[src/hw/rtl/box_sdf_query_macros.svh]
// assertion helpers used by box_sdf_query
`ifndef BOX_SDF_QUERY_MACROS_SVH
`define BOX_SDF_QUERY_MACROS_SVH

// property checked on every rising clock edge outside reset
`define BSQ_ASSERT(lbl, prop, msg) \
    lbl: assert property (@(posedge i_clk) disable iff (!i_rst_n) prop) else $error(msg);

// condition that must be followed by another in the next cycle
`define BSQ_ASSERT_NEXT(lbl, pre, post, msg) \
    lbl: assert property (@(posedge i_clk) disable iff (!i_rst_n) (pre) |=> (post)) else $error(msg);

`endif

[src/hw/rtl/bsq_pkg.sv]
// ----------------------------------------------------------------------------
// bsq_pkg
// Widths, codes and beat types of the box distance query pipeline.
// ----------------------------------------------------------------------------
package bsq_pkg;

    localparam int COORD_W    = 32;
    localparam int FRAC_BITS  = 16;
    localparam int GRAD_FRAC  = 14;
    localparam int GRAD_W     = GRAD_FRAC + 2;
    localparam int HALF_W     = COORD_W - 1;
    localparam int P_W        = COORD_W + 1;
    localparam int SQ_W       = 2 * COORD_W;
    localparam int SUM_W      = 2 * COORD_W + 2;
    localparam int ROOT_W     = COORD_W + 1;
    localparam int REM_W      = ROOT_W + 1;
    localparam int ACC_W      = GRAD_FRAC + 1;
    localparam int NUM_AXES   = 3;
    localparam int AXIS_W     = 2;
    localparam int CFG_IDX_W  = 3;
    localparam int GRAD_ONE   = 1 << GRAD_FRAC;

    localparam logic [HALF_W-1:0]  HALF_RESET = HALF_W'(1 << FRAC_BITS);
    localparam logic [COORD_W-1:0] C_MAX = {1'b0, {(COORD_W-1){1'b1}}};
    localparam logic [COORD_W-1:0] C_MIN = {1'b1, {(COORD_W-1){1'b0}}};

    localparam logic [AXIS_W-1:0] AXIS_X = 2'd0;
    localparam logic [AXIS_W-1:0] AXIS_Y = 2'd1;
    localparam logic [AXIS_W-1:0] AXIS_Z = 2'd2;

    typedef enum logic [CFG_IDX_W-1:0] {
        REG_CENTER_X = 3'd0,
        REG_CENTER_Y = 3'd1,
        REG_CENTER_Z = 3'd2,
        REG_HALF_X   = 3'd3,
        REG_HALF_Y   = 3'd4,
        REG_HALF_Z   = 3'd5
    } t_reg_idx;

    typedef struct packed {
        logic signed [COORD_W-1:0] point_x;
        logic signed [COORD_W-1:0] point_y;
        logic signed [COORD_W-1:0] point_z;
        logic                      want_gradient;
        logic                      want_closest;
    } t_query;

    typedef struct packed {
        logic signed [COORD_W-1:0] distance;
        logic signed [GRAD_W-1:0]  grad_x;
        logic signed [GRAD_W-1:0]  grad_y;
        logic signed [GRAD_W-1:0]  grad_z;
        logic signed [COORD_W-1:0] near_x;
        logic signed [COORD_W-1:0] near_y;
        logic signed [COORD_W-1:0] near_z;
        logic                      near_valid;
    } t_result;

    // control travelling with each beat
    typedef struct packed {
        logic              valid;
        logic              want_grad;
        logic              want_near;
        logic              outside;
        logic [AXIS_W-1:0] axis;
    } t_ctl;

    // geometry travelling with each beat
    typedef struct packed {
        logic [NUM_AXES-1:0][P_W-1:0]     p;
        logic [NUM_AXES-1:0][COORD_W-1:0] o;
        logic [COORD_W-1:0]               dq;
    } t_side;

endpackage

[src/hw/rtl/bsq_div_cell.sv]
// ----------------------------------------------------------------------------
// bsq_div_cell
// One quotient bit of excess over norm, for all three axes at once.
// ----------------------------------------------------------------------------
module bsq_div_cell #(
    parameter bit FIRST = 1'b0
) (
    input  logic                                              i_clk,
    input  logic                                              i_rst_n,
    input  logic                                              i_en,
    input  bsq_pkg::t_ctl                                     i_ctl,
    input  bsq_pkg::t_side                                    i_side,
    input  logic [bsq_pkg::ROOT_W-1:0]                        i_n,
    input  logic [bsq_pkg::NUM_AXES-1:0][bsq_pkg::REM_W-1:0]  i_rem,
    input  logic [bsq_pkg::NUM_AXES-1:0][bsq_pkg::ACC_W-1:0]  i_acc,
    output bsq_pkg::t_ctl                                     o_ctl,
    output bsq_pkg::t_side                                    o_side,
    output logic [bsq_pkg::ROOT_W-1:0]                        o_n,
    output logic [bsq_pkg::NUM_AXES-1:0][bsq_pkg::REM_W-1:0]  o_rem,
    output logic [bsq_pkg::NUM_AXES-1:0][bsq_pkg::ACC_W-1:0]  o_acc
);
    import bsq_pkg::*;

    t_ctl                             r_ctl;
    t_side                            r_side;
    logic [ROOT_W-1:0]                r_n;
    logic [NUM_AXES-1:0][REM_W-1:0]   r_rem, n_rem;
    logic [NUM_AXES-1:0][ACC_W-1:0]   r_acc, n_acc;
    logic [REM_W-1:0]                 t;
    logic                             q_bit;

    // restoring step per axis; the first cell starts from the excess itself
    always_comb begin
        t     = '0;
        q_bit = 1'b0;
        for (int k = 0; k < NUM_AXES; k++) begin
            t        = FIRST ? REM_W'(i_side.o[k]) : {i_rem[k][REM_W-2:0], 1'b0};
            q_bit    = t >= REM_W'(i_n);
            n_rem[k] = q_bit ? (t - REM_W'(i_n)) : t;
            n_acc[k] = FIRST ? ACC_W'(q_bit) : {i_acc[k][ACC_W-2:0], q_bit};
        end
    end

    always_ff @(posedge i_clk) begin
        if (!i_rst_n) begin
            r_ctl.valid <= 1'b0;
        end else if (i_en) begin
            r_ctl <= i_ctl;
        end
    end

    always_ff @(posedge i_clk) begin
        if (i_en) begin
            r_side <= i_side;
            r_n    <= i_n;
            r_rem  <= n_rem;
            r_acc  <= n_acc;
        end
    end

    assign o_ctl  = r_ctl;
    assign o_side = r_side;
    assign o_n    = r_n;
    assign o_rem  = r_rem;
    assign o_acc  = r_acc;

endmodule

[config.mk]
export PLATFORM = sky130hd
export DESIGN_NAME = bsq_div_cell
export DESIGN_NICKNAME = d
export VERILOG_FILES = /design/src/hw/rtl/box_sdf_query_macros.svh /design/src/hw/rtl/bsq_pkg.sv /design/src/hw/rtl/bsq_div_cell.sv
export SDC_FILE = /design/constraint.sdc
export NUM_CORES = 1
export LEC_CHECK = 0
export ABC_AREA = 1
export ABC_CLOCK_PERIOD_IN_PS = 1850
export BUFFER_PORTS_ARGS = -buffer_cell sky130_fd_sc_hd__buf_2
export CORE_AREA = 2 2 327 329
export CTS_BUF_LIST = sky130_fd_sc_hd__clkbuf_4 sky130_fd_sc_hd__clkbuf_8 sky130_fd_sc_hd__clkbuf_16
export DETAILED_ROUTE_END_ITERATION = 12
export DIE_AREA = 0 0 329 331
export PLACE_DENSITY = 0.53
export SYNTH_ARGS = -nofsm -noshare
export SYNTH_HDL_FRONTEND = slang
export SYNTH_SLANG_ARGS = --single-unit
[constraint.sdc]
create_clock -name i_clk -period 1.85 [get_ports i_clk]
set_input_delay 0.0925 -clock i_clk [delete_from_list [all_inputs] [get_ports i_clk]]
set_output_delay 0.0925 -clock i_clk [all_outputs]
set_load 0.1 [all_outputs]
# Word level (Yosys, flattened, before mapping)
# Cells that the tools add are included.
# word_totals
register_bits	413
input_bits	416
out_inout_bits	413
wordCells	32
# op_classes
n_addsub	3
n_lt_le_gt_ge	3
n_mux	3
reduce_logical	1
# ops
op	count
>= comparator 34 x 33 -> 1 bit	3
two-way mux 34 bit	3
subtractor 34 x 33 -> 34 bit	3
AND reduction 2 bit	1

# Depth between registers and ports, before layout
# logic_depth
depth_word	2
depth_mapped	16
depth_no_buf	16

# Worst setup path before layout
# OpenSTA, ideal clock, no wires.
# synth_timing
path_kind	input to register
from	input port i_n[30] in the netlist's numbering
to	register r_rem (netlist bit o_rem[60]), data pin
setup_time_ns	0.252
t_arrival_ns	1.535
required_ns	1.598
slack_ns	0.063
path_stages	12
n_path_buf	1
path_cell_list	inv_1 > ha_1 > nand2_1 > nor2_1 > and2_1 > and2_4 > and3_1 > nor2_1 > nand2_4 > buf_6 > nand2_1 > nand2_1
# synth_rtl
element	line_no	source
start: declaration	bsq_div_cell.sv:13	input logic [bsq_pkg::ROOT_W-1:0] i_n,
end signal: assignment	bsq_div_cell.sv:56	r_rem <= n_rem;
end: declaration	bsq_div_cell.sv:27	logic [NUM_AXES-1:0][REM_W-1:0] r_rem, n_rem;

==> impl_metrics.csv <==
group,metric,value,unit
status,status,"finished clean",
grt,grt_pass1_wl,178000,um
power,p_seq_frac,0.320,
cells_and_area,layout_common_cells,"nand2_1, buf_2, edfxtp_1, buf_4, dlygate4sd3_1",
timing,setup_viol,0,
clocking,path_clk_slew,0.06,ns
synthesis,avgSynthCellArea,9.28,um^2
cells_and_area,fin_cells,5536,
power,pwr-share-clk,0.285,
grt,antenna_found_initial,63,
detailed_routing,via_count,23000,
setup_path,critical-path-top-delay-family,"buffers and inverters",
power,power.share.switching,0.429,
worst_hold_path,hp-class,"input port to flop",
setup_path,critical_path.cell_chain,"dlygate4sd3_1, buf_6, inv_1, fa_2, inv_1, nand3_1, nand3_2, nand2_2, nand2_2, nand2_1, nand2_2, nand2_4, buf_12, nand2_1, nand2_1",
cells_and_area,layout_commonest_cell,"nand2_1",
cells_and_area,seq_area,0.0124,mm^2
detailed_routing,drtAntennaViolNets,0,
power,p_sw,15800,uW
detailed_routing,routed_via_density,4.16,
cells_and_area,final_nets,4597,
cells_and_area,multi_input_area,0.00806,mm^2
floorplanning,start_util,0.208,
synthesis,synth_nets,2870,
setup_path,crit_slowest_cell,"dlygate4sd3_1",
synthesis,seq_area_frac_synth,0.568,
power,p_leak,0.0185,uW
timing,clock.fmax,0.558,GHz
detailed_routing,avgRoutedWirePerCell,24.7,um
timing,min_period_over_period,0.968,
cells_and_area,area_growth,72.7,%
timing,fin_worst_skew,0,ns
clocking,cts_sinks,413,
placement,placement.io_buffers,822,
setup_path,cp_num_buf_inv,5,
setup_path,slowest_delay,0.59,ns
timing,final-hold-violation-count,0,
setup_path,end_kind,"flop",
clocking,tritoncts,"yes",
timing,hold_slack,0.0376,ns
grt,overflow,0,
grt,grtUsageTotal,0.240,
clocking,cts_buffers,52,
timing,worst_slew_pin_slew,0.724,ns
floorplanning,ios,829,
detailed_routing,dr.pass1.iters,5,
setup_path,critPathMaxFanout,13,
floorplanning,rows,119,
synthesis,synth_cells,2352,
synthesis,ys_async_sr_fraction,0,
setup_path,worstPathArrival,2.19,ns
detailed_routing,wirelength,137000,um
clocking,cts_root_buffer,"clkbuf_16",
grt,grt_max_degree,64,
power,pwr-share-comb,0.395,
placement,hpwl,114000,um
floorplanning,core,0.105,mm^2
detailed_routing,drtIter0Drc,1429,
setup_path,start_kind,"input port",
detailed_routing,drc,0,
synthesis,synth_ff_type,"edfxtp_1",
synthesis,ys_ff_latch,413,
clocking,cts_max_level,2,
synthesis,ys_types,38,
floorplanning,dieArea,0.109,mm^2
synthesis,ys.warnings.count,0,
cells_and_area,nFillCells,10900,
clocking,clockBufferDepth,3,
grt,first_global_vias,22800,
placement,dp.cells,5003,
timing,maxSlewViolCount,0,
setup_path,worst-setup-path-type,"input port to flop",
job,drv_cap,0,
floorplanning,die_x,329,um
placement,gp_congestion,0.971,
cells_and_area,drive_above_1_share,0.367,
timing,setup_tns,0,ns
synthesis,synth_edf_count,412,
synthesis,synthesis.area,0.0218,mm^2
power,powerDensity,979,mW/mm^2
power,ir_drop,0.819,mV
power,power.internal,21100,uW
timing,relSlewSlack,0.520,
setup_path,worstPathRequired,2.25,ns
timing,final.min_clock_period,1.79,ns
clocking,clk_latency,0.64,ns
timing,rsz0062_at_grt,"yes",
floorplanning,dieHeight,331,um
[synthesized netlist by cell type, drive strengths merged, types with 5 or more instances]
library cell | count | area (um^2)
buf | 18 | 215
nor4 | 5 | 31.3
nand4 | 20 | 125
xnor2 | 7 | 61.3
edfxtp | 412 | 12400
or2 | 5 | 36.3
a21oi | 78 | 402
nor2 | 178 | 726
inv | 361 | 1360
nand3 | 97 | 616
o21ai | 25 | 125
nand3b | 25 | 188
ha | 99 | 1240
o21bai | 13 | 105
nor3 | 14 | 90.1
nand2 | 938 | 3620
xor2 | 41 | 359
[cells by family (layout without fill, tap and decap cells)]
family	after synthesis	after routing	share of synthesized area
flip-flops	413	413	0.568
AND/OR/NAND/NOR	1287	1287	0.251
XOR/XNOR	48	48	0.0193
AO/OA/AOI/OAI	122	122	0.0310
buffers and inverters	380	2149	0.0721
adder cells (fa/ha/maj)	102	102	0.0595
other	0	24	0
[what timing repair did]
item / 4_1_cts / 5_1_grt
hold endpoints to repair: 436 / 0
endpoints found under the setup margin: 0 / 95
buffers inserted: 0 / 3
hold buffers: 409 / 0
gates resized for setup: 0 / 59
[flip-flops by register name, summed over array words and instances, names as in the netlist]
signal and flops:
o_side 227, o_ctl 6, o_n 33, o_acc 45, o_rem 102
[worst register-to-register path, stage by stage (launching register included)]
cell and delay, ns:
dfxtp_1 0.31, o21ai_0 0.16, a21oi_1 0.05, dlygate4sd3_1 0.56
[path summary, 6_finish.rpt]
check	start	to	slack (ns)	cells after the start
max	i_rem[34]	o_rem[64]$_DFFE_PP_	0.06	15
min	i_rem[32]	o_rem[33]$_DFFE_PP_	0.04	4
max reg2reg	o_ctl[5]$_SDFFE_PN0P_	o_ctl[5]$_SDFFE_PN0P_	0.66	3
min reg2reg	o_ctl[5]$_SDFFE_PN0P_	o_ctl[5]$_SDFFE_PN0P_	1.11	3
[layer usage]
metal	global-route usage	vias to the layer above	routed length, um	part of all wire
met5	0	-	232	0.0017
met4	0.0838	38	5640	0.041
met3	0.0911	215	14100	0.10
met2	0.414	825	65500	0.48
met1	0.269	10800	51400	0.38
li1	-	11100	-	-
[final cells by class]
cell class              instances  share of cell area
clock buffers                  55              0.0351
diodes                         24             0.00159
flip-flops and latches        413               0.329
repair buffers               1692               0.328
well taps                    1391              0.0462
clock inverters                41              0.0104
inverters                     361              0.0360
multi-input cells            1559               0.214
[stage by stage]
stage,total power (uW),util,area [um^2],setup slack [ns]
2_1_floorplan,21000,-,21800,0.0629
3_3_place_gp,25700,0.300,31500,-0.607
3_5_place_dp,25700,0.300,31500,-0.632
4_1_cts,37100,0.356,37300,0.00589
5_1_grt,38200,0.359,37700,-0.0718
6_report,36900,0.359,37700,0.0587
[power by group through the flow]
| stage | Clock, uW | Sequential, uW | Combinational [uW] |
|---|---|---|---|
| 3_5_place_dp | 0 | 12000 | 13700 |
| 2_1_floorplan | 0 | 18400 | 2570 |
| 6_report | 10500 | 11800 | 14600 |
| 5_1_grt | 11100 | 11900 | 15200 |
| 3_3_place_gp | 0 | 12000 | 13700 |
| 4_1_cts | 10800 | 11800 | 14500 |
No activity file was read; power rests on OpenSTA's default activity.
