**src/hw/rtl/box_sdf_query_macros.svh**
```systemverilog
// assertion helpers used by box_sdf_query
`ifndef BOX_SDF_QUERY_MACROS_SVH
`define BOX_SDF_QUERY_MACROS_SVH

// property checked on every rising clock edge outside reset
`define BSQ_ASSERT(lbl, prop, msg) \
    lbl: assert property (@(posedge i_clk) disable iff (!i_rst_n) prop) else $error(msg);

// condition that must be followed by another in the next cycle
`define BSQ_ASSERT_NEXT(lbl, pre, post, msg) \
    lbl: assert property (@(posedge i_clk) disable iff (!i_rst_n) (pre) |=> (post)) else $error(msg);

`endif

```
**src/hw/rtl/bsq_pkg.sv**
```systemverilog
// ----------------------------------------------------------------------------
// bsq_pkg
// Widths, codes and beat types of the box distance query pipeline.
// ----------------------------------------------------------------------------
package bsq_pkg;

    localparam int COORD_W    = 32;
    localparam int FRAC_BITS  = 16;
    localparam int GRAD_FRAC  = 14;
    localparam int GRAD_W     = GRAD_FRAC + 2;
    localparam int HALF_W     = COORD_W - 1;
    localparam int P_W        = COORD_W + 1;
    localparam int SQ_W       = 2 * COORD_W;
    localparam int SUM_W      = 2 * COORD_W + 2;
    localparam int ROOT_W     = COORD_W + 1;
    localparam int REM_W      = ROOT_W + 1;
    localparam int ACC_W      = GRAD_FRAC + 1;
    localparam int NUM_AXES   = 3;
    localparam int AXIS_W     = 2;
    localparam int CFG_IDX_W  = 3;
    localparam int GRAD_ONE   = 1 << GRAD_FRAC;

    localparam logic [HALF_W-1:0]  HALF_RESET = HALF_W'(1 << FRAC_BITS);
    localparam logic [COORD_W-1:0] C_MAX = {1'b0, {(COORD_W-1){1'b1}}};
    localparam logic [COORD_W-1:0] C_MIN = {1'b1, {(COORD_W-1){1'b0}}};

    localparam logic [AXIS_W-1:0] AXIS_X = 2'd0;
    localparam logic [AXIS_W-1:0] AXIS_Y = 2'd1;
    localparam logic [AXIS_W-1:0] AXIS_Z = 2'd2;

    typedef enum logic [CFG_IDX_W-1:0] {
        REG_CENTER_X = 3'd0,
        REG_CENTER_Y = 3'd1,
        REG_CENTER_Z = 3'd2,
        REG_HALF_X   = 3'd3,
        REG_HALF_Y   = 3'd4,
        REG_HALF_Z   = 3'd5
    } t_reg_idx;

    typedef struct packed {
        logic signed [COORD_W-1:0] point_x;
        logic signed [COORD_W-1:0] point_y;
        logic signed [COORD_W-1:0] point_z;
        logic                      want_gradient;
        logic                      want_closest;
    } t_query;

    typedef struct packed {
        logic signed [COORD_W-1:0] distance;
        logic signed [GRAD_W-1:0]  grad_x;
        logic signed [GRAD_W-1:0]  grad_y;
        logic signed [GRAD_W-1:0]  grad_z;
        logic signed [COORD_W-1:0] near_x;
        logic signed [COORD_W-1:0] near_y;
        logic signed [COORD_W-1:0] near_z;
        logic                      near_valid;
    } t_result;

    // control travelling with each beat
    typedef struct packed {
        logic              valid;
        logic              want_grad;
        logic              want_near;
        logic              outside;
        logic [AXIS_W-1:0] axis;
    } t_ctl;

    // geometry travelling with each beat
    typedef struct packed {
        logic [NUM_AXES-1:0][P_W-1:0]     p;
        logic [NUM_AXES-1:0][COORD_W-1:0] o;
        logic [COORD_W-1:0]               dq;
    } t_side;

endpackage

```
**src/hw/rtl/bsq_root_cell.sv**
```systemverilog
// ----------------------------------------------------------------------------
// bsq_root_cell
// One bit of the digit-by-digit square root of the sum of squares.
// ----------------------------------------------------------------------------
module bsq_root_cell #(
    parameter int BIT = 0
) (
    input  logic                        i_clk,
    input  logic                        i_rst_n,
    input  logic                        i_en,
    input  bsq_pkg::t_ctl               i_ctl,
    input  bsq_pkg::t_side              i_side,
    input  logic [bsq_pkg::SUM_W-1:0]   i_rem,
    input  logic [bsq_pkg::ROOT_W-1:0]  i_root,
    output bsq_pkg::t_ctl               o_ctl,
    output bsq_pkg::t_side              o_side,
    output logic [bsq_pkg::SUM_W-1:0]   o_rem,
    output logic [bsq_pkg::ROOT_W-1:0]  o_root
);
    import bsq_pkg::*;

    localparam int TW = SUM_W + 1;

    t_ctl                r_ctl;
    t_side               r_side;
    logic [SUM_W-1:0]    r_rem, n_rem;
    logic [ROOT_W-1:0]   r_root, n_root;
    logic [TW-1:0]       trial;
    logic                fits;

    // (r + 2^b)^2 - r^2 against what is left
    always_comb begin
        trial  = (TW'(i_root) << (BIT + 1)) + (TW'(1) << (2 * BIT));
        fits   = TW'(i_rem) >= trial;
        n_rem  = fits ? SUM_W'(TW'(i_rem) - trial) : i_rem;
        n_root = fits ? (i_root | (ROOT_W'(1) << BIT)) : i_root;
    end

    always_ff @(posedge i_clk) begin
        if (!i_rst_n) begin
            r_ctl.valid <= 1'b0;
        end else if (i_en) begin
            r_ctl <= i_ctl;
        end
    end

    always_ff @(posedge i_clk) begin
        if (i_en) begin
            r_side <= i_side;
            r_rem  <= n_rem;
            r_root <= n_root;
        end
    end

    assign o_ctl  = r_ctl;
    assign o_side = r_side;
    assign o_rem  = r_rem;
    assign o_root = r_root;

endmodule

```
**config.mk**
```make
export PLATFORM = sky130hd
export DESIGN_NAME = bsq_root_cell
export DESIGN_NICKNAME = d
export VERILOG_FILES = /design/src/hw/rtl/box_sdf_query_macros.svh /design/src/hw/rtl/bsq_pkg.sv /design/src/hw/rtl/bsq_root_cell.sv
export SDC_FILE = /design/constraint.sdc
export NUM_CORES = 1
export LEC_CHECK = 0
export BUFFER_PORTS_ARGS = -buffer_cell sky130_fd_sc_hd__buf_2
export CAP_MARGIN = 20
export CORE_AREA = 5 5 255 257
export DETAILED_ROUTE_END_ITERATION = 16
export DIE_AREA = 0 0 260 262
export GPL_TIMING_DRIVEN = 0
export PLACE_DENSITY_LB_ADDON = 0.1
export SYNTH_ARGS = -nofsm -noshare
export SYNTH_HDL_FRONTEND = slang
export SYNTH_SLANG_ARGS = --single-unit
```
**constraint.sdc**
```tcl
create_clock -name i_clk -period 3.65 [get_ports i_clk]
set_clock_uncertainty 0.1 [all_clocks]
set_input_delay 0.73 -clock i_clk [delete_from_list [all_inputs] [get_ports i_clk]]
set_output_delay 0.73 -clock i_clk [all_outputs]
set_load 0.01 [all_outputs]
```
# [Yosys cells after proc, flatten, opt, wreduce, memory -nomap -nowiden]
# Index checks and enable logic that the tools add are counted.
[totals] register_bits=332 out_inout_bits=332 elab_cells=20
[op_classes] add_sub_neg=2 magnitude_cmp=1 muxes=1 n_reduce_logical=1
[op_table] operator="$ge 66x35->1" count=1
[op_table] operator="$mux 66" count=1
[op_table] operator="$sub 66x35->66" count=1
[op_table] operator="$add 34x1->35 const B" count=1
[op_table] operator="$reduce_and 2->1" count=1

# [Depth between registers and ports, before layout]
# Gate-level depths: netlist of run 1.
[depth] ltp_word=3 mapped_depth=14

# [Worst setup path before layout of run 1]
# No wires, ideal clock.
[synth_path] path_kind="input -> register" start="in i_root[11] (netlist bit)" end="reg r_rem[44], in the netlist o_rem[44], data pin" setup_ns=0.273 arrival_time_ns=3.290 path_slack_ns=-0.013 cell_stages=11 path_buffers=1 cell_sequence="inv_1 ha_1 clkbuf_1 nand4_1 or4_1 a211oi_1 or4b_2 o21ai_0 nor4_2 nor4b_1 xor2_1"
[synth_between] elab_chain_cells=3 word_cells_on_any_way=4
[synth_rtl] item="start: declaration" line_no="bsq_root_cell.sv:14" source="input logic [bsq_pkg::ROOT_W-1:0] i_root,"
[synth_rtl] item="$add 34x1->35 (*)" line_no="bsq_root_cell.sv:33" source="trial = (TW'(i_root) << (BIT + 1)) + (TW'(1) << (2 * BIT));"
[synth_rtl] item="$sub 66x35->66 or $ge 66x35->1 (tied branches)" line_no="bsq_root_cell.sv:35, bsq_root_cell.sv:34"
[synth_rtl] item="$mux 66 (*)" line_no="bsq_root_cell.sv:35" source="n_rem = fits ? SUM_W'(TW'(i_rem) - trial) : i_rem;"
[synth_rtl] item="via n_rem[44]" line_no="bsq_root_cell.sv:26" source="logic [SUM_W-1:0] r_rem, n_rem;"
[synth_rtl] item="end signal: assignment" line_no="bsq_root_cell.sv:50" source="r_rem <= n_rem;"
[synth_rtl] item="end: declaration" line_no="bsq_root_cell.sv:26"
# The timed path passes the listed nets; every way through them passes the cells marked *.
# A chain may end at the register's enable or synchronous reset.

# [Final worst setup path of run 1]
[layout_path] start="in i_rem[44] (netlist bit)" end="reg r_rem[26], in the netlist o_rem[26], data pin"
[layout_between] elab_chain_cells=2
[layout_rtl] item="start: declaration" line_no="bsq_root_cell.sv:13" source="input logic [bsq_pkg::SUM_W-1:0] i_rem,"
[layout_rtl] item="$ge 66x35->1" line_no="bsq_root_cell.sv:34" source="fits = TW'(i_rem) >= trial;"
[layout_rtl] item="$mux 66" line_no="bsq_root_cell.sv:35"
[layout_rtl] item="via n_rem[26]" line_no="bsq_root_cell.sv:26"
# The timed path passes the listed nets, and every way through them passes these cells.

==> results of run 1 <==
[power groups by stage]
| stage | Clock [mW] | Combinational [mW] | Sequential [mW] |
|---|---|---|---|
| floorplan | 0 | 0.384 | 4.94 |
| detailed placement | 0 | 1.46 | 4.74 |
| CTS | 4.08 | 1.48 | 4.67 |
| global route | 4.21 | 1.56 | 4.70 |
| finish | 3.88 | 1.44 | 4.67 |
| global placement | 0 | 1.46 | 4.78 |
[metal layers]
metal | GRT usage, % | wire [um] | vias up
met5 | 0 | 206 | -
met4 | 6.03 | 2240 | 30
met3 | 6.76 | 5550 | 115
met2 | 29.4 | 31100 | 395
met1 | 16.3 | 20100 | 4935
li1 | - | - | 4756
[cell type report]
class                   instances  area (sq um)
plain buffers                  24           140
fillers                      6482         43300
multi-input cells             462          3220
clock buffers                  52          1110
flip-flops and latches        332          9960
inverters                      39           146
well taps                     846          1060
clock inverters                23           163
repair buffers                667          3410
diodes                         13          32.5
[per-stage QoR]
stage,instances,hold WS (ps),cell area [sq um]
2_1_floorplan,866,438,13400
3_3_place_gp,2376,423,17800
3_5_place_dp,2378,421,17800
4_1_cts,2448,184,19200
5_1_grt,2446,192,19200
6_report,2458,239,19200
[worst max path at each step]
stage | startpoint | end | slack [ps] | cells after the start
finish | i_rem[44] | o_rem[26] | 60 | 12
global route | i_root[22] | o_rem[52] | -40 | 13
CTS | i_root[22] | o_rem[44] | 8 | 13
detailed placement | i_root[19] | o_rem[14] | -1190 | 12
global placement | i_en | o_ctl[1] | -3980 | 2
floorplan | i_root[11] | o_rem[65] | 30 | 11
[cells in the mapped netlist, types with 4 or more instances]
library cell	count	area, sq um
sky130_fd_sc_hd__o21ai_0	31	155
sky130_fd_sc_hd__xor2_1	31	272
sky130_fd_sc_hd__nand2b_1	4	25.0
sky130_fd_sc_hd__nand3_1	14	70.1
sky130_fd_sc_hd__a21o_1	18	135
sky130_fd_sc_hd__nor2_1	49	184
sky130_fd_sc_hd__inv_1	39	146
sky130_fd_sc_hd__and4_1	6	52.6
sky130_fd_sc_hd__nor3_1	12	60.1
sky130_fd_sc_hd__ha_1	34	425
sky130_fd_sc_hd__nand4_1	24	150
sky130_fd_sc_hd__clkbuf_1	29	109
sky130_fd_sc_hd__o21bai_1	7	52.6
sky130_fd_sc_hd__a211oi_1	4	30.0
sky130_fd_sc_hd__a21boi_0	4	30.0
sky130_fd_sc_hd__a21oi_1	58	290
sky130_fd_sc_hd__a31oi_1	5	31.3
sky130_fd_sc_hd__nand3b_1	5	37.5
sky130_fd_sc_hd__nand2_1	45	169
sky130_fd_sc_hd__xnor2_1	32	280
sky130_fd_sc_hd__o21a_1	6	45.0
sky130_fd_sc_hd__edfxtp_1	331	9940
sky130_fd_sc_hd__nor4_1	15	93.8
[registers in the layout (all words and copies together), names as in the netlist]
register,count
o_ctl,6
o_rem,66
o_root,33
o_side,227
[timing repair]
item | in CTS | in global routing
setup buffers | 1 | 0
pin swaps | 1 | 3
gates resized for setup | 17 | 12
gates cloned | 0 | 1
hold buffers | 0 | 0
setup endpoints to repair | 62 | 60
[kinds of logic after synthesis]
kind of cell / Yosys count
buf+inv: 73
compound gates: 159
fa+ha+maj: 35
flops: 332
mux: 1
simple gates: 203
xor+xnor: 63
[worst register-to-register path, delay by kind of cell (launching register included)]
family / cells / cell delay, ps
mux: 1 / 120
flops: 1 / 310
simple gates: 1 / 60
==> impl_metrics.json, run 1 <==
{
  "worst_path_buffer_plus_inverter_count": 4,
  "route.vias.total": 10200,
  "power_frac_comb_pct": 14.4,
  "synth.net_count": 1236,
  "floorplan.initialDensity_pct": 21.4,
  "critical_path.top_delay_family": "simple AND/OR/NAND/NOR gates",
  "max-slew-margin-rel_pct": 19.0,
  "cts.sink_count": 332,
  "design.core.area_sq_mm": 0.0625,
  "power_density_mw_per_mm2": 520,
  "detail_route.first_pass.iterations": 5,
  "design.die.area_sq_mm": 0.0681,
  "fp-row-count": 92,
  "first_global_vias": 10500,
  "fin_total_pwr_mw": 9.99,
  "cts_tree": "yes",
  "hold_wc_startpoint": "i_side[39]",
  "synthesis_stage_register_bit_count": 332,
  "finalWeightedCongestion": 0.832,
  "clockPowerShare_pct": 38.9,
  "clk_root_buffer_cell": "sky130_fd_sc_hd__clkbuf_16",
  "floorplan.die.width_um": 260,
  "syn-cell-area_sq_mm": 0.0134,
  "p_leak_nw": 7.95,
  "number_of_cts_inserted_buffers": 42,
  "dp.final_hpwl_um": 47800,
  "cp_slowest_cell": "sky130_fd_sc_hd__or4_4",
  "min_delay_path_depth": 1,
  "hold_path_class": "in2reg",
  "crit_required_ps": 3910,
  "dieHeight_um": 262,
  "synth_fa_ha_area_share_pct": 3.33,
  "ant_nets": 0,
  "power_switching_mw": 2.63,
  "tightestPinTransition_ps": 1200,
  "grt_start_max_net_pins": 117,
  "combinational_family_with_the_most_area_after_synthesis": "simple AND/OR/NAND/NOR gates",
  "dominant_register_cell_in_the_synthesized_netlist": "sky130_fd_sc_hd__edfxtp_1",
  "totalWireLength_um": 59200,
  "preCtsSetupSlack_ps": -1190,
  "synth_enable_flop_cells": 331,
  "power.ir.vdd_worst_v": 0.000289,
  "grt_usage_pct": 16.0,
  "synth.area.mux_share_pct": 0.0749,
  "post_synth.cell_area_avg_sq_um": 15.4,
  "clock_slew_at_reported_path_ffs_ps": 60,
  "setup_viol": 0,
  "buffer_ports.inserted": 664,
  "sw_ratio_pct": 26.3,
  "worstSetupPathType": "in2reg",
  "r2r_setup_slack_ps": 2960,
  "rsz0062_at_grt": "yes",
  "crit-reg2reg-launch": "o_ctl[5]",
  "synth_xor_xnor_area_share_pct": 4.13,
  "timing.reg2reg.worst_path_depth": 2,
  "crit_path_max_incr_delay_ps": 560,
  "vias_per_cell": 4.16,
  "period_minus_slack_ps": 3590,
  "synth_cell_type_count": 58,
  "detail_route.iter0.violations": 616,
  "async_reset_ff_share_pct": 0,
  "power.internal_mw": 7.37,
  "drt-wirelength-per-cell_um": 24.1,
  "worst_skew_pair.late_latency_ps": 550,
  "setup.worst_path.start_class": "input pin",
  "post-route-util_pct": 30.8,
  "layout_common_cells": "sky130_fd_sc_hd__buf_2 (663), sky130_fd_sc_hd__edfxtp_1 (331), sky130_fd_sc_hd__a21oi_1 (58), sky130_fd_sc_hd__nor2_1 (49), sky130_fd_sc_hd__nand2_1 (44)",
  "antenna_found_initial": 29,
  "finalMaxSlewViolations": 0,
  "drive_above_1_share_pct": 47.6,
  "synth-warning-count": 0,
  "remaining_drc_errors": 0,
  "post_synth_and_or_nand_nor_area_fraction_pct": 8.02,
  "setup_ws_ps": 64.2,
  "cts.path.max_buffers": 3,
  "worst_ep_arrival_time_ps": 3850,
  "synth_seq_area_share_pct": 74.5,
  "synthCells": 866,
  "synthesis_to_finish_area_growth_pct": 43.9,
  "rr_endpoint": "o_ctl[5]",
  "portion_of_the_clock_cycle_consumed_by_the_worst_path_in_the_final_layout_pct": 98.2,
  "synth_compound_gate_area_share_pct": 7.52,
  "timing.critical_path.cells": "buf_2 -> or4_4 -> or3_4 -> or4_4 -> or3_4 -> a21oi_4 -> and2_1 -> buf_6 -> buf_8 -> buf_6 -> nand2_1 -> o21ai_1",
  "max_cap_viol_count": 0,
  "finalSetupTns_ps": 0,
  "fmaxAchievable_ghz": 0.279,
  "critical_path.max_fanout": 10,
  "cts_max_level": 2,
  "hold_end": "o_side[39]",
  "globalRoute.totalOverflow": 0,
  "timing.critical_path.to_type": "flip-flop",
  "power.share.sequential_pct": 46.7,
  "num_io_pins": 667,
  "hold_viol_final": 0,
  "grt_first_pass_wirelength_um": 78300,
  "finish.net_count": 1938,
  "final_common_cell": "sky130_fd_sc_hd__buf_2",
  "run_status": "completed"
}
No activity file was read; power rests on OpenSTA's default activity.
==> run 2, diff against run 1 <==
--- a/config.mk
+++ b/config.mk
@@ -11,7 +11,7 @@
 export DETAILED_ROUTE_END_ITERATION = 16
 export DIE_AREA = 0 0 260 262
 export GPL_TIMING_DRIVEN = 0
-export PLACE_DENSITY_LB_ADDON = 0.1
+export PLACE_DENSITY_LB_ADDON = 0.3
 export SYNTH_ARGS = -nofsm -noshare
 export SYNTH_HDL_FRONTEND = slang
 export SYNTH_SLANG_ARGS = --single-unit
==> run 2 against run 1 <==
  * First-iteration DRC count is 19% higher
  * Total power increased by 4.1%
  * Routed wire length up 3.1%
  * Global-route usage increased by 0.49 points
  * Worst hold slack gained 2.6 ps
  * Setup slack improved by 3.2 ps
  * Highest routed layer unchanged
==> impl_metrics.json, run 2 (synthesis gave the netlist of run 1 again) <==
{
  "clock_slew_at_reported_path_ffs_ps": 60,
  "timing.critical_path.to_type": "flip-flop",
  "grt_usage_pct": 16.5,
  "cts_hold_repair.buffers": 0,
  "grt_start_max_net_pins": 126,
  "preCtsSetupSlack_ps": -1460,
  "run_status": "completed",
  "drt-wirelength-per-cell_um": 24.9,
  "power.ir.vdd_worst_v": 0.000278,
  "detail_route.iter0.violations": 736,
  "worst_ep_arrival_time_ps": 3780,
  "first_global_vias": 10700,
  "finalSetupTns_ps": 0,
  "finish.net_count": 1937,
  "rsz0062_at_grt": "no",
  "critical_path.max_fanout": 6,
  "setup_ws_ps": 67.3,
  "ant_nets": 0,
  "num_io_pins": 667,
  "finish.cell_count_without_fillers": 2450,
  "antenna_found_initial": 42,
  "design_area_sq_mm": 0.0194,
  "portion_of_the_clock_cycle_consumed_by_the_worst_path_in_the_final_layout_pct": 98.2,
  "floorplan.initialDensity_pct": 21.4,
  "fmaxAchievable_ghz": 0.279,
  "dp.final_hpwl_um": 49800,
  "finalWeightedCongestion": 0.837,
  "cts.sink_count": 332,
  "vias_per_cell": 4.30,
  "fin_worst_hold_slack_ps": 242,
  "crit_required_ps": 3850,
  "synthesis_to_finish_area_growth_pct": 45.2,
  "setup_viol": 0,
  "worst_skew_pair.late_latency_ps": 550,
  "route.vias.total": 10500,
  "cts.path.max_buffers": 3,
  "grt_first_pass_wirelength_um": 80200,
  "globalRoute.totalOverflow": 0,
  "design.core.area_sq_mm": 0.0625,
  "max_cap_viol_count": 0,
  "remaining_drc_errors": 0,
  "period_minus_slack_ps": 3580,
  "cts_tree": "yes",
  "hold_viol_final": 0,
  "buffer_ports.inserted": 664,
  "floorplan.die.width_um": 260,
  "dieHeight_um": 262,
  "p_leak_nw": 8.03,
  "placedCellCount": 2380,
  "largest_register_ffs": 227,
  "clk_root_buffer_cell": "sky130_fd_sc_hd__clkbuf_16",
  "number_of_cts_inserted_buffers": 41,
  "worstSetupPathType": "in2reg",
  "post-route-util_pct": 31.0,
  "layout_common_cells": "sky130_fd_sc_hd__buf_2 (664), sky130_fd_sc_hd__edfxtp_1 (331), sky130_fd_sc_hd__a21oi_1 (56), sky130_fd_sc_hd__nor2_1 (49), sky130_fd_sc_hd__nand2_1 (44)",
  "max-slew-margin-rel_pct": 49.4,
  "detail_route.first_pass.iterations": 5,
  "setup.worst_path.start_class": "input pin",
  "tightestPinTransition_ps": 748,
  "cts_max_level": 2,
  "design.die.area_sq_mm": 0.0681,
  "power_density_mw_per_mm2": 536,
  "fin_total_pwr_mw": 10.4,
  "drive_above_1_share_pct": 49.0,
  "final_common_cell": "sky130_fd_sc_hd__buf_2",
  "finalMaxSlewViolations": 0,
  "hold_path_class": "in2reg",
  "fp-row-count": 92,
  "dpl_cell_area_sq_mm": 0.0178,
  "totalWireLength_um": 61000
}
run 2: final timing paths:
kind                             startpoint     endpoint  slack (ps)  cells past startpoint
worst max-delay path              i_root[2]    o_rem[57]          70                     12
worst min-delay path            i_side[206]  o_side[206]         240                      1
worst max register to register     o_ctl[5]     o_ctl[5]        2960                      2
worst min register to register     o_ctl[5]     o_ctl[5]         430                      2
run 2: timing repair:
item | in CTS | in global routing
resized for setup | 21 | 26
buffers inserted | 2 | 0
endpoints found under the setup margin | 66 | 60
pin swaps | 3 | 3
run 2: metal layers:
layer	vias to the layer above	wire length (um)	global-route usage (%)
met1	5121	22600	18.8
met4	36	2470	6.05
met2	495	29100	27.5
li1	4733	-	-
met3	140	6640	7.61
met5	-	228	0
run 2: critical path, stage by stage:
cell and delay (ps):
sky130_fd_sc_hd__buf_2 160, sky130_fd_sc_hd__inv_1 70, sky130_fd_sc_hd__ha_1 340, sky130_fd_sc_hd__nand2_1 160
sky130_fd_sc_hd__o31ai_2 460, sky130_fd_sc_hd__a21o_1 370, sky130_fd_sc_hd__a2111oi_2 100, sky130_fd_sc_hd__clkdlybuf4s18_2 280
sky130_fd_sc_hd__o41a_1 530, sky130_fd_sc_hd__o21ai_1 340, sky130_fd_sc_hd__nor4_2 70, sky130_fd_sc_hd__xor2_1 150
run 2: power breakdown:
group / switching, mW / leakage, nW / internal, mW
registers: 0.0838 / 3.25 / 4.59
clock network: 1.69 / 0.679 / 2.57
logic: 0.914 / 4.10 / 0.553
total: 2.68 / 8.03 / 7.72
run 2: final cells by class:
| class | count | area, sq um |
|---|---|---|
| Clock inverter | 22 | 292 |
| Timing Repair Buffer | 670 | 3440 |
| Multi-Input combinational cell | 461 | 3250 |
| Fill cell | 6449 | 43100 |
| Buffer | 22 | 135 |
| Sequential cell | 332 | 9960 |
| Inverter | 39 | 146 |
| Clock buffer | 53 | 1100 |
| Tap cell | 846 | 1060 |
| Antenna cell | 5 | 12.5 |
